File: config.mk
export PLATFORM = sky130hd
export DESIGN_NAME = ordered_unique_value_list
export DESIGN_NICKNAME = d
export VERILOG_FILES = /design/src/oulist_pkg.sv /design/src/ordered_unique_value_list.sv /design/src/oulist_ram.sv /design/src/oulist_ctrl.sv /design/src/oulist_dp.sv
export SDC_FILE = /design/constraint.sdc
export NUM_CORES = 1
export LEC_CHECK = 0
export ABC_AREA = 0
export BUFFER_PORTS_ARGS = -buffer_cell sky130_fd_sc_hd__buf_2
export CAP_MARGIN = 20
export CORE_ASPECT_RATIO = 1.1
export CORE_MARGIN = 10
export CORE_UTILIZATION = 50
export DETAILED_ROUTE_END_ITERATION = 8
export GPL_TIMING_DRIVEN = 0
export PLACE_DENSITY_LB_ADDON = 0.3
export SYNTH_ARGS = -nofsm -noshare
export SYNTH_HDL_FRONTEND = slang
export SYNTH_HIERARCHICAL = 1
export SYNTH_SLANG_ARGS = --single-unit
File: constraint.sdc
create_clock -name clk -period 6 [get_ports clk]
set_input_delay 1.2 -clock clk [delete_from_list [all_inputs] [get_ports clk]]
set_output_delay 1.2 -clock clk [all_outputs]
set_load 0.02 [all_outputs]
File: src/oulist_pkg.sv
// Shared types and constants for the ordered unique value list.
// Holds field widths, operation and status codes, FSM state type and the
// command/status bundles between controller and datapath.
package oulist_pkg;

  localparam int MODE_W   = 2;
  localparam int VALUE_W  = 32;
  localparam int STATUS_W = 3;
  localparam int POS_W    = 4;
  localparam int COUNT_W  = 5;

  localparam logic [MODE_W-1:0] MODE_INSERT = 2'd0;
  localparam logic [MODE_W-1:0] MODE_SEARCH = 2'd1;
  localparam logic [MODE_W-1:0] MODE_DELETE = 2'd2;
  localparam logic [MODE_W-1:0] MODE_LIST   = 2'd3;

  localparam logic [STATUS_W-1:0] ST_OK        = 3'd0;
  localparam logic [STATUS_W-1:0] ST_NOT_FOUND = 3'd1;
  localparam logic [STATUS_W-1:0] ST_DUPLICATE = 3'd2;
  localparam logic [STATUS_W-1:0] ST_FULL      = 3'd3;
  localparam logic [STATUS_W-1:0] ST_EMPTY     = 3'd4;

  typedef enum logic [4:0] {
    S_IDLE   = 5'b00001,
    S_SCAN   = 5'b00010,
    S_DECIDE = 5'b00100,
    S_SHIFT  = 5'b01000,
    S_LIST   = 5'b10000
  } state_t;

  typedef struct packed {
    logic accept;
    logic scan_en;
    logic decide_load;
    logic shift_start;
    logic shift_en;
    logic shift_finish;
    logic list_en;
    logic list_empty_load;
  } cmd_t;

  typedef struct packed {
    logic scan_end;
    logic found;
    logic is_delete;
    logic shift_end;
    logic out_free;
    logic count_zero;
    logic list_end;
  } sts_t;

endpackage

File: src/ordered_unique_value_list.sv
// Ordered unique value list, one item at a time.
// Insert, search and delete scan the stored entries from the head, then register
// one result word; a delete hit first shifts the later entries down. List gives
// a single empty word or one word per entry, one per cycle while the output is free.
// Next item accepted the cycle after the last word is loaded.
// Reset clears the count and output valid; RAM contents are not cleared.
module ordered_unique_value_list #(
  parameter int CAPACITY = 16
) (
  input  logic                                clk,
  input  logic                                rst_n,
  input  logic                                in_valid,
  output logic                                in_ready,
  input  logic [oulist_pkg::MODE_W-1:0]       in_mode,
  input  logic signed [oulist_pkg::VALUE_W-1:0] in_value,
  output logic                                out_valid,
  input  logic                                out_ready,
  output logic [oulist_pkg::STATUS_W-1:0]     out_status,
  output logic signed [oulist_pkg::VALUE_W-1:0] out_entry_value,
  output logic [oulist_pkg::POS_W-1:0]        out_position,
  output logic [oulist_pkg::COUNT_W-1:0]      out_entry_count,
  output logic                                out_last
);
  import oulist_pkg::*;

  cmd_t cmd;
  sts_t sts;

  oulist_ctrl u_ctrl (
    .clk      (clk),
    .rst_n    (rst_n),
    .in_valid (in_valid),
    .in_mode  (in_mode),
    .in_ready (in_ready),
    .sts      (sts),
    .cmd      (cmd)
  );

  oulist_dp #(
    .CAPACITY (CAPACITY)
  ) u_dp (
    .clk             (clk),
    .rst_n           (rst_n),
    .in_mode         (in_mode),
    .in_value        (in_value),
    .out_ready       (out_ready),
    .cmd             (cmd),
    .sts             (sts),
    .out_valid       (out_valid),
    .out_status      (out_status),
    .out_entry_value (out_entry_value),
    .out_position    (out_position),
    .out_entry_count (out_entry_count),
    .out_last        (out_last)
  );

  // at most one result source or an accept in any cycle
  a_cmd_excl: assert property (@(posedge clk) disable iff (!rst_n)
    $onehot0({cmd.accept, cmd.decide_load, cmd.shift_finish, cmd.list_empty_load,
              cmd.list_en && sts.list_end}))
    else $error("conflicting result commands");

  a_empty_word: assert property (@(posedge clk) disable iff (!rst_n)
    (out_valid && out_status == ST_EMPTY) |-> (out_last && out_entry_count == '0))
    else $error("empty word must be single and report zero count");

  a_mid_list_ok: assert property (@(posedge clk) disable iff (!rst_n)
    (out_valid && !out_last) |-> (out_status == ST_OK))
    else $error("non-final word must be a listed entry");

  a_no_accept_busy: assert property (@(posedge clk) disable iff (!rst_n)
    (cmd.scan_en || cmd.shift_en || cmd.list_en) |-> !in_ready)
    else $error("input taken while an operation is in flight");

endmodule

File: src/oulist_ram.sv
// Generic single-write, single-read RAM with registered read data.
// Read data holds when no read is enabled. No dependencies.
module oulist_ram #(
  parameter int WIDTH = 32,
  parameter int DEPTH = 16
) (
  input  logic                     clk,
  input  logic                     wr_en,
  input  logic [$clog2(DEPTH)-1:0] wr_addr,
  input  logic [WIDTH-1:0]         wr_data,
  input  logic                     rd_en,
  input  logic [$clog2(DEPTH)-1:0] rd_addr,
  output logic [WIDTH-1:0]         rd_data
);

  logic [WIDTH-1:0] mem_r [DEPTH];
  logic [WIDTH-1:0] rd_data_r;

  always_ff @(posedge clk) begin
    if (wr_en) begin
      mem_r[wr_addr] <= wr_data;
    end
    if (rd_en) begin
      rd_data_r <= mem_r[rd_addr];
    end
  end

  assign rd_data = rd_data_r;

endmodule

File: src/oulist_ctrl.sv
// Controller FSM of the ordered unique value list.
// Depends on oulist_pkg; drives datapath commands from datapath status.
module oulist_ctrl (
  input  logic                              clk,
  input  logic                              rst_n,
  input  logic                              in_valid,
  input  logic [oulist_pkg::MODE_W-1:0]     in_mode,
  output logic                              in_ready,
  input  oulist_pkg::sts_t                  sts,
  output oulist_pkg::cmd_t                  cmd
);
  import oulist_pkg::*;

  state_t state_r, state_nxt;

  always_ff @(posedge clk) begin
    if (!rst_n) begin
      state_r <= S_IDLE;
    end else begin
      state_r <= state_nxt;
    end
  end

  always_comb begin
    state_nxt = state_r;
    cmd       = '0;
    in_ready  = 1'b0;
    unique case (state_r)
      S_IDLE: begin
        in_ready = 1'b1;
        if (in_valid) begin
          cmd.accept = 1'b1;
          state_nxt  = (in_mode == MODE_LIST) ? S_LIST : S_SCAN;
        end
      end
      S_SCAN: begin
        cmd.scan_en = 1'b1;
        if (sts.scan_end) begin
          state_nxt = S_DECIDE;
        end
      end
      S_DECIDE: begin
        if (sts.found && sts.is_delete) begin
          cmd.shift_start = 1'b1;
          state_nxt       = S_SHIFT;
        end else if (sts.out_free) begin
          cmd.decide_load = 1'b1;
          state_nxt       = S_IDLE;
        end
      end
      S_SHIFT: begin
        cmd.shift_en = 1'b1;
        // close the gap first, then report
        if (sts.shift_end && sts.out_free) begin
          cmd.shift_finish = 1'b1;
          state_nxt        = S_IDLE;
        end
      end
      S_LIST: begin
        if (sts.count_zero) begin
          if (sts.out_free) begin
            cmd.list_empty_load = 1'b1;
            state_nxt           = S_IDLE;
          end
        end else begin
          cmd.list_en = 1'b1;
          if (sts.list_end) begin
            state_nxt = S_IDLE;
          end
        end
      end
      default: begin
        state_nxt = S_IDLE;
      end
    endcase
  end

endmodule

File: src/oulist_dp.sv
// Datapath of the ordered unique value list: entry RAM, scan pointer,
// compare, count and the output word register. Depends on oulist_pkg, oulist_ram.
module oulist_dp #(
  parameter int CAPACITY = 16
) (
  input  logic                                clk,
  input  logic                                rst_n,
  input  logic [oulist_pkg::MODE_W-1:0]       in_mode,
  input  logic [oulist_pkg::VALUE_W-1:0]      in_value,
  input  logic                                out_ready,
  input  oulist_pkg::cmd_t                    cmd,
  output oulist_pkg::sts_t                    sts,
  output logic                                out_valid,
  output logic [oulist_pkg::STATUS_W-1:0]     out_status,
  output logic [oulist_pkg::VALUE_W-1:0]      out_entry_value,
  output logic [oulist_pkg::POS_W-1:0]        out_position,
  output logic [oulist_pkg::COUNT_W-1:0]      out_entry_count,
  output logic                                out_last
);
  import oulist_pkg::*;

  localparam int IW = $clog2(CAPACITY);
  localparam int CW = $clog2(CAPACITY + 1);
  localparam logic [CW-1:0] CAP_C = CW'(CAPACITY);

  logic [MODE_W-1:0]   mode_r, mode_nxt;
  logic [VALUE_W-1:0]  value_r, value_nxt;
  logic [CW-1:0]       count_r, count_nxt;
  logic [CW-1:0]       rp_r, rp_nxt;
  logic                dv_r, dv_nxt;
  logic [IW-1:0]       di_r, di_nxt;
  logic                found_r, found_nxt;
  logic [IW-1:0]       pos_r, pos_nxt;

  logic                out_vld_r, out_vld_nxt;
  logic [STATUS_W-1:0] out_status_r, out_status_nxt;
  logic [VALUE_W-1:0]  out_value_r, out_value_nxt;
  logic [POS_W-1:0]    out_pos_r, out_pos_nxt;
  logic [COUNT_W-1:0]  out_count_r, out_count_nxt;
  logic                out_last_r, out_last_nxt;

  logic                ram_wr_en;
  logic [IW-1:0]       ram_wr_addr;
  logic [VALUE_W-1:0]  ram_wr_data;
  logic                ram_rd_en;
  logic [VALUE_W-1:0]  ram_rd_data;

  logic match, more, out_free, full;
  logic scan_issue, shift_issue, list_issue, list_load, list_last;

  oulist_ram #(
    .WIDTH (VALUE_W),
    .DEPTH (CAPACITY)
  ) u_ram (
    .clk     (clk),
    .wr_en   (ram_wr_en),
    .wr_addr (ram_wr_addr),
    .wr_data (ram_wr_data),
    .rd_en   (ram_rd_en),
    .rd_addr (rp_r[IW-1:0]),
    .rd_data (ram_rd_data)
  );

  assign match       = dv_r && (ram_rd_data == value_r);
  assign more        = rp_r < count_r;
  assign full        = count_r == CAP_C;
  assign out_free    = !out_vld_r || out_ready;
  assign scan_issue  = cmd.scan_en && !match && more;
  assign shift_issue = cmd.shift_en && more;
  assign list_load   = cmd.list_en && dv_r && out_free;
  // keep one word in the RAM read register while the output is stalled
  assign list_issue  = cmd.list_en && more && (!dv_r || list_load);
  assign list_last   = list_load &&
                       ((CW + 1)'(di_r) + (CW + 1)'(1) == (CW + 1)'(count_r));

  always_comb begin
    sts            = '0;
    sts.scan_end   = match || (!dv_r && !more);
    sts.found      = found_r;
    sts.is_delete  = mode_r == MODE_DELETE;
    sts.shift_end  = !dv_r && !more;
    sts.out_free   = out_free;
    sts.count_zero = count_r == '0;
    sts.list_end   = list_last;
  end

  always_comb begin
    mode_nxt       = mode_r;
    value_nxt      = value_r;
    count_nxt      = count_r;
    rp_nxt         = rp_r;
    dv_nxt         = dv_r;
    di_nxt         = di_r;
    found_nxt      = found_r;
    pos_nxt        = pos_r;
    out_vld_nxt    = out_vld_r && !out_ready;
    out_status_nxt = out_status_r;
    out_value_nxt  = out_value_r;
    out_pos_nxt    = out_pos_r;
    out_count_nxt  = out_count_r;
    out_last_nxt   = out_last_r;
    ram_wr_en      = 1'b0;
    ram_wr_addr    = count_r[IW-1:0];
    ram_wr_data    = value_r;
    ram_rd_en      = 1'b0;

    if (cmd.accept) begin
      mode_nxt  = in_mode;
      value_nxt = in_value;
      rp_nxt    = '0;
      dv_nxt    = 1'b0;
      found_nxt = 1'b0;
      pos_nxt   = '0;
    end

    if (cmd.scan_en) begin
      ram_rd_en = scan_issue;
      dv_nxt    = scan_issue;
      if (scan_issue) begin
        rp_nxt = rp_r + CW'(1);
        di_nxt = rp_r[IW-1:0];
      end
      if (match) begin
        found_nxt = 1'b1;
        pos_nxt   = di_r;
      end
    end

    if (cmd.decide_load) begin
      out_vld_nxt   = 1'b1;
      out_value_nxt = value_r;
      out_count_nxt = COUNT_W'(count_r);
      out_last_nxt  = 1'b1;
      out_pos_nxt   = '0;
      if (found_r) begin
        out_status_nxt = (mode_r == MODE_INSERT) ? ST_DUPLICATE : ST_OK;
        out_pos_nxt    = POS_W'(pos_r);
      end else if (mode_r == MODE_INSERT) begin
        if (full) begin
          out_status_nxt = ST_FULL;
        end else begin
          // append at the tail
          ram_wr_en      = 1'b1;
          count_nxt      = count_r + CW'(1);
          out_status_nxt = ST_OK;
          out_pos_nxt    = POS_W'(count_r);
          out_count_nxt  = COUNT_W'(count_r + CW'(1));
        end
      end else begin
        out_status_nxt = ST_NOT_FOUND;
      end
    end

    if (cmd.shift_start) begin
      rp_nxt = CW'(pos_r) + CW'(1);
      dv_nxt = 1'b0;
    end

    if (cmd.shift_en) begin
      ram_rd_en = shift_issue;
      dv_nxt    = shift_issue;
      if (shift_issue) begin
        rp_nxt = rp_r + CW'(1);
        di_nxt = rp_r[IW-1:0];
      end
      // move each later entry down by one
      if (dv_r) begin
        ram_wr_en   = 1'b1;
        ram_wr_addr = di_r - IW'(1);
        ram_wr_data = ram_rd_data;
      end
    end

    if (cmd.shift_finish) begin
      count_nxt      = count_r - CW'(1);
      out_vld_nxt    = 1'b1;
      out_status_nxt = ST_OK;
      out_value_nxt  = value_r;
      out_pos_nxt    = POS_W'(pos_r);
      out_count_nxt  = COUNT_W'(count_r - CW'(1));
      out_last_nxt   = 1'b1;
    end

    if (cmd.list_en) begin
      ram_rd_en = list_issue;
      dv_nxt    = list_issue || (dv_r && !list_load);
      if (list_issue) begin
        rp_nxt = rp_r + CW'(1);
        di_nxt = rp_r[IW-1:0];
      end
      if (list_load) begin
        out_vld_nxt    = 1'b1;
        out_status_nxt = ST_OK;
        out_value_nxt  = ram_rd_data;
        out_pos_nxt    = POS_W'(di_r);
        out_count_nxt  = COUNT_W'(count_r);
        out_last_nxt   = list_last;
      end
    end

    if (cmd.list_empty_load) begin
      out_vld_nxt    = 1'b1;
      out_status_nxt = ST_EMPTY;
      out_value_nxt  = '0;
      out_pos_nxt    = '0;
      out_count_nxt  = '0;
      out_last_nxt   = 1'b1;
    end
  end

  always_ff @(posedge clk) begin
    if (!rst_n) begin
      count_r   <= '0;
      dv_r      <= 1'b0;
      out_vld_r <= 1'b0;
    end else begin
      count_r   <= count_nxt;
      dv_r      <= dv_nxt;
      out_vld_r <= out_vld_nxt;
    end
  end

  always_ff @(posedge clk) begin
    mode_r       <= mode_nxt;
    value_r      <= value_nxt;
    rp_r         <= rp_nxt;
    di_r         <= di_nxt;
    found_r      <= found_nxt;
    pos_r        <= pos_nxt;
    out_status_r <= out_status_nxt;
    out_value_r  <= out_value_nxt;
    out_pos_r    <= out_pos_nxt;
    out_count_r  <= out_count_nxt;
    out_last_r   <= out_last_nxt;
  end

  assign out_valid       = out_vld_r;
  assign out_status      = out_status_r;
  assign out_entry_value = out_value_r;
  assign out_position    = out_pos_r;
  assign out_entry_count = out_count_r;
  assign out_last        = out_last_r;

endmodule

==> impl_metrics.toml <==
[clock_tree]
postCtsHoldBufs = 0
cts_resized = 0
clk_pin_slew_ns = 0.06
cts_tree = "done"
clkLatencyLatePin_ns = 0.60
clockBufferDepth = 3
cts_buffers = 68
cts_setup_buffers = 0
htreeDepth = 3
root_buffer = "clkbuf_16"
numClockSinks = 649

[sta]
finClkSkew_ns = 0.0212
setup_violations = 0
fin_tns_setup_ns = 0
tightest_slew_ns = 1.05
period_share_pct = 80.6
final-max-slew-violation-count = 0
period_needed_ns = 4.84
fin_ws_ns = 1.16
max_freq_ghz = 0.207
hold_viol_final = 0
maxSlewHeadroom_pct = 30.0
rsz0062_at_grt = "no"

[yosys]
yosysSeqAreaShare_pct = 72.5
yosys_warnings = 6
synth.top_cells.by_count = "edfxtp_1 (578), nand2_1 (129), mux4_2 (128)"
syn-num-nets = 1516
ys_top_cells_by_area = "edfxtp_1 (67%), mux4_2 (11%), dfxtp_1 (5.5%)"
synth.distinct_cells = 64
ys.flop_type = "edfxtp_1"
synthesis.area_mm2 = 0.0259
netlist_instances = 1467
yosysTopAreaCell = "edfxtp_1"
synth_top_area_share_pct = 67.0
postSynthAreaPerCell_um2 = 17.7
synth_edf_count = 578
synthArstFlopShare_pct = 0
ys_seq_elements = 649
synthMostInstantiatedCell = "edfxtp_1"

[routing]
totalWireLength_um = 67600
vias = 15000
viasPerCell = 6.32
post-route-drc-count = 0
firstDrtPassIters = 8
postRouteAntennaNets = 0
routedWlPerCell_um = 28.5
drt_iter0_drc = 1873

[global_routing]
grt_pass1_vias = 14900
overflow = 0
grt_pass1_wl_um = 98700
antenna_found_initial = 1
grt.total_usage_pct = 21.8
grt_max_degree = 23

[critical_path]
reg2reg_depth = 9
cpMostUsedCell = "nand2_1"
crit_type = "register to register"
rrSetupSlack_ns = 1.16
slowest_stage = "nor2_4"
end_kind = "register"
cp.arrival_ns = 5.12
crit_required_ns = 6.29
path_cells = "buf_6 -> or3_1 -> nor3b_1 -> nand2_1 -> clkbuf_1 -> o21ai_0 -> nand2_1 -> nor2_4 -> buf_16"
max_stage_delay_ns = 0.89
timing.rr.end = "u_dp/u_ram/mem_r[11][4]"
r2r_start = "u_ctrl/state_r[0]"
cp-start-kind = "register"
crit_fanout = 19

[flow_run]
maxCapViolations = 0

[placement]
dp_hpwl_um = 44200
placement.io_buffers = 84
routabilityCongestion = 0.870
placed_cell_area_mm2 = 0.0278
place_ws_ns = 1.14

[floorplanning]
die_w_um = 237
fp.dieArea_mm2 = 0.0613
io_pins = 85
coreArea_mm2 = 0.0513
fp-row-count = 87
initial_core_util_pct = 50.5
dieHeight_um = 259

[min_path]
hold_class = "register to register"
worstHoldEndpoint = "u_dp/out_entry_value[6]"
min_delay_path_depth = 2
min_from = "u_dp/out_entry_value[6]"

[cells_and_area]
area_growth_syn_to_layout_pct = 15.3
drive_above_1_share_pct = 25.0
final_util_pct = 58.2
final_area_mm2 = 0.0299
antenna_cells = 0
nets = 1702

[status]
status = "completed"

[pwr]
p_per_area_mw_per_mm2 = 348
peakVddDrop_uv = 293
leakage_nw = 9.68
-- worst max-delay path, delay by kind of cell (launching register included) --
| family | cells | cell delay (ns) |
|---|---|---|
| buffers and inverters | 3 | 0.71 |
| DFF | 1 | 0.31 |
| and+or+nand+nor | 5 | 2.66 |
| AOI/OAI and AO/OA | 1 | 0.81 |
-- through the flow --
stage	std cells	hold slack, ns	power [mW]
floorplan	1467	0.484	6.10
global placement	2218	0.471	6.50
detailed placement	2250	0.473	6.55
CTS	2370	0.481	10.5
global route	2370	0.506	10.7
finish	2370	0.480	10.4
-- worst max path at each step --
| stage | cells after the start | slack [ns] | endpoint | from |
|---|---|---|---|---|
| 6_report | 9 | 1.16 | u_dp/u_ram/mem_r[11][4] | u_ctrl/state_r[0] |
| 5_1_grt | 9 | 0.90 | u_dp/u_ram/mem_r[11][12] | u_ctrl/state_r[0] |
| 4_1_cts | 9 | 1.23 | u_dp/u_ram/mem_r[11][4] | u_ctrl/state_r[0] |
| 3_5_place_dp | 14 | 1.14 | u_dp/u_ram/mem_r[8][12] | out_ready |
| 3_3_place_gp | 10 | -2.81 | u_dp/u_ram/mem_r[0][12] | out_ready |
| 2_1_floorplan | 9 | 0.50 | u_dp/u_ram/mem_r[0][0] | out_ready |
-- placed cells by master (no fill, tap or decap), types with 5 or more instances in the layout --
cell / instances
clkbuf_16: 71
nand2_1: 129
o221ai_1: 5
buf_2: 93
buf_16: 5
a22oi_1: 65
ha_1: 11
o21ai_0: 17
a21o_1: 5
clkinv_2: 12
buf_1: 14
clkinv_1: 19
buf_4: 13
clkbuf_1: 58
nor2b_1: 11
a211oi_1: 10
nor2_4: 13
mux4_2: 128
inv_1: 18
nand3_1: 19
xnor2_1: 10
edfxtp_1: 578
nor3_1: 9
nor2_1: 61
mux2_2: 34
nor4_1: 10
buf_6: 16
and3_1: 5
dfxtp_1: 71
nand4_1: 6
and2_1: 6
mux2i_1: 6
a311oi_1: 34
nand2b_1: 8
xor2_1: 37
a21oi_1: 18
buf_12: 10
-- report_power, final --
part	switching, mW	internal, mW	leakage [nW]
logic	0.683	0.309	2.88
clock network	1.68	2.24	1.01
registers	0.177	5.30	5.78
total	2.54	7.85	9.68
-- per-layer routing --
metal	up-vias	GRT usage [%]	routed length [µm]	share of wire [%]
met5	-	0	0	0
met3	120	5.45	6750	10
met4	0	7.98	2150	3.2
li1	6258	-	-	-
met2	816	35.1	32700	48
met1	7779	28.4	26000	38
-- final cells by class --
type	count	area (µm²)
fillers	3827	21400
clock inverters	40	246
repair buffers	116	950
inverters	20	75.1
clock buffers	80	1810
flip-flops and latches	649	18800
well taps	667	835
plain buffers	85	383
multi-input cells	713	6780
-- registers in the layout (all words and copies together), names as in the netlist, 4 cells and up --
name / flops
u_ctrl/state_r: 5
u_dp/di_r: 4
u_dp/pos_r: 4
u_dp/out_entry_value: 32
u_dp/out_position: 4
u_dp/u_ram/mem_r: 512
u_dp/value_r: 32
u_dp/count_r: 5
u_dp/rp_r: 5
u_dp/out_entry_count: 5
u_dp/u_ram/rd_data: 32
-- cells by family after synthesis --
| kind of cell | after synthesis | synth area share, % |
|---|---|---|
| buffers and inverters | 105 | 1.77 |
| adder cells (fa/ha/maj) | 11 | 0.531 |
| XOR/XNOR | 47 | 1.59 |
| flip-flops | 649 | 72.5 |
| AND/OR/NAND/NOR | 299 | 5.29 |
| AO/OA/AOI/OAI | 185 | 5.29 |
| multiplexers | 171 | 13.0 |
No activity file was read; power rests on OpenSTA's default activity.
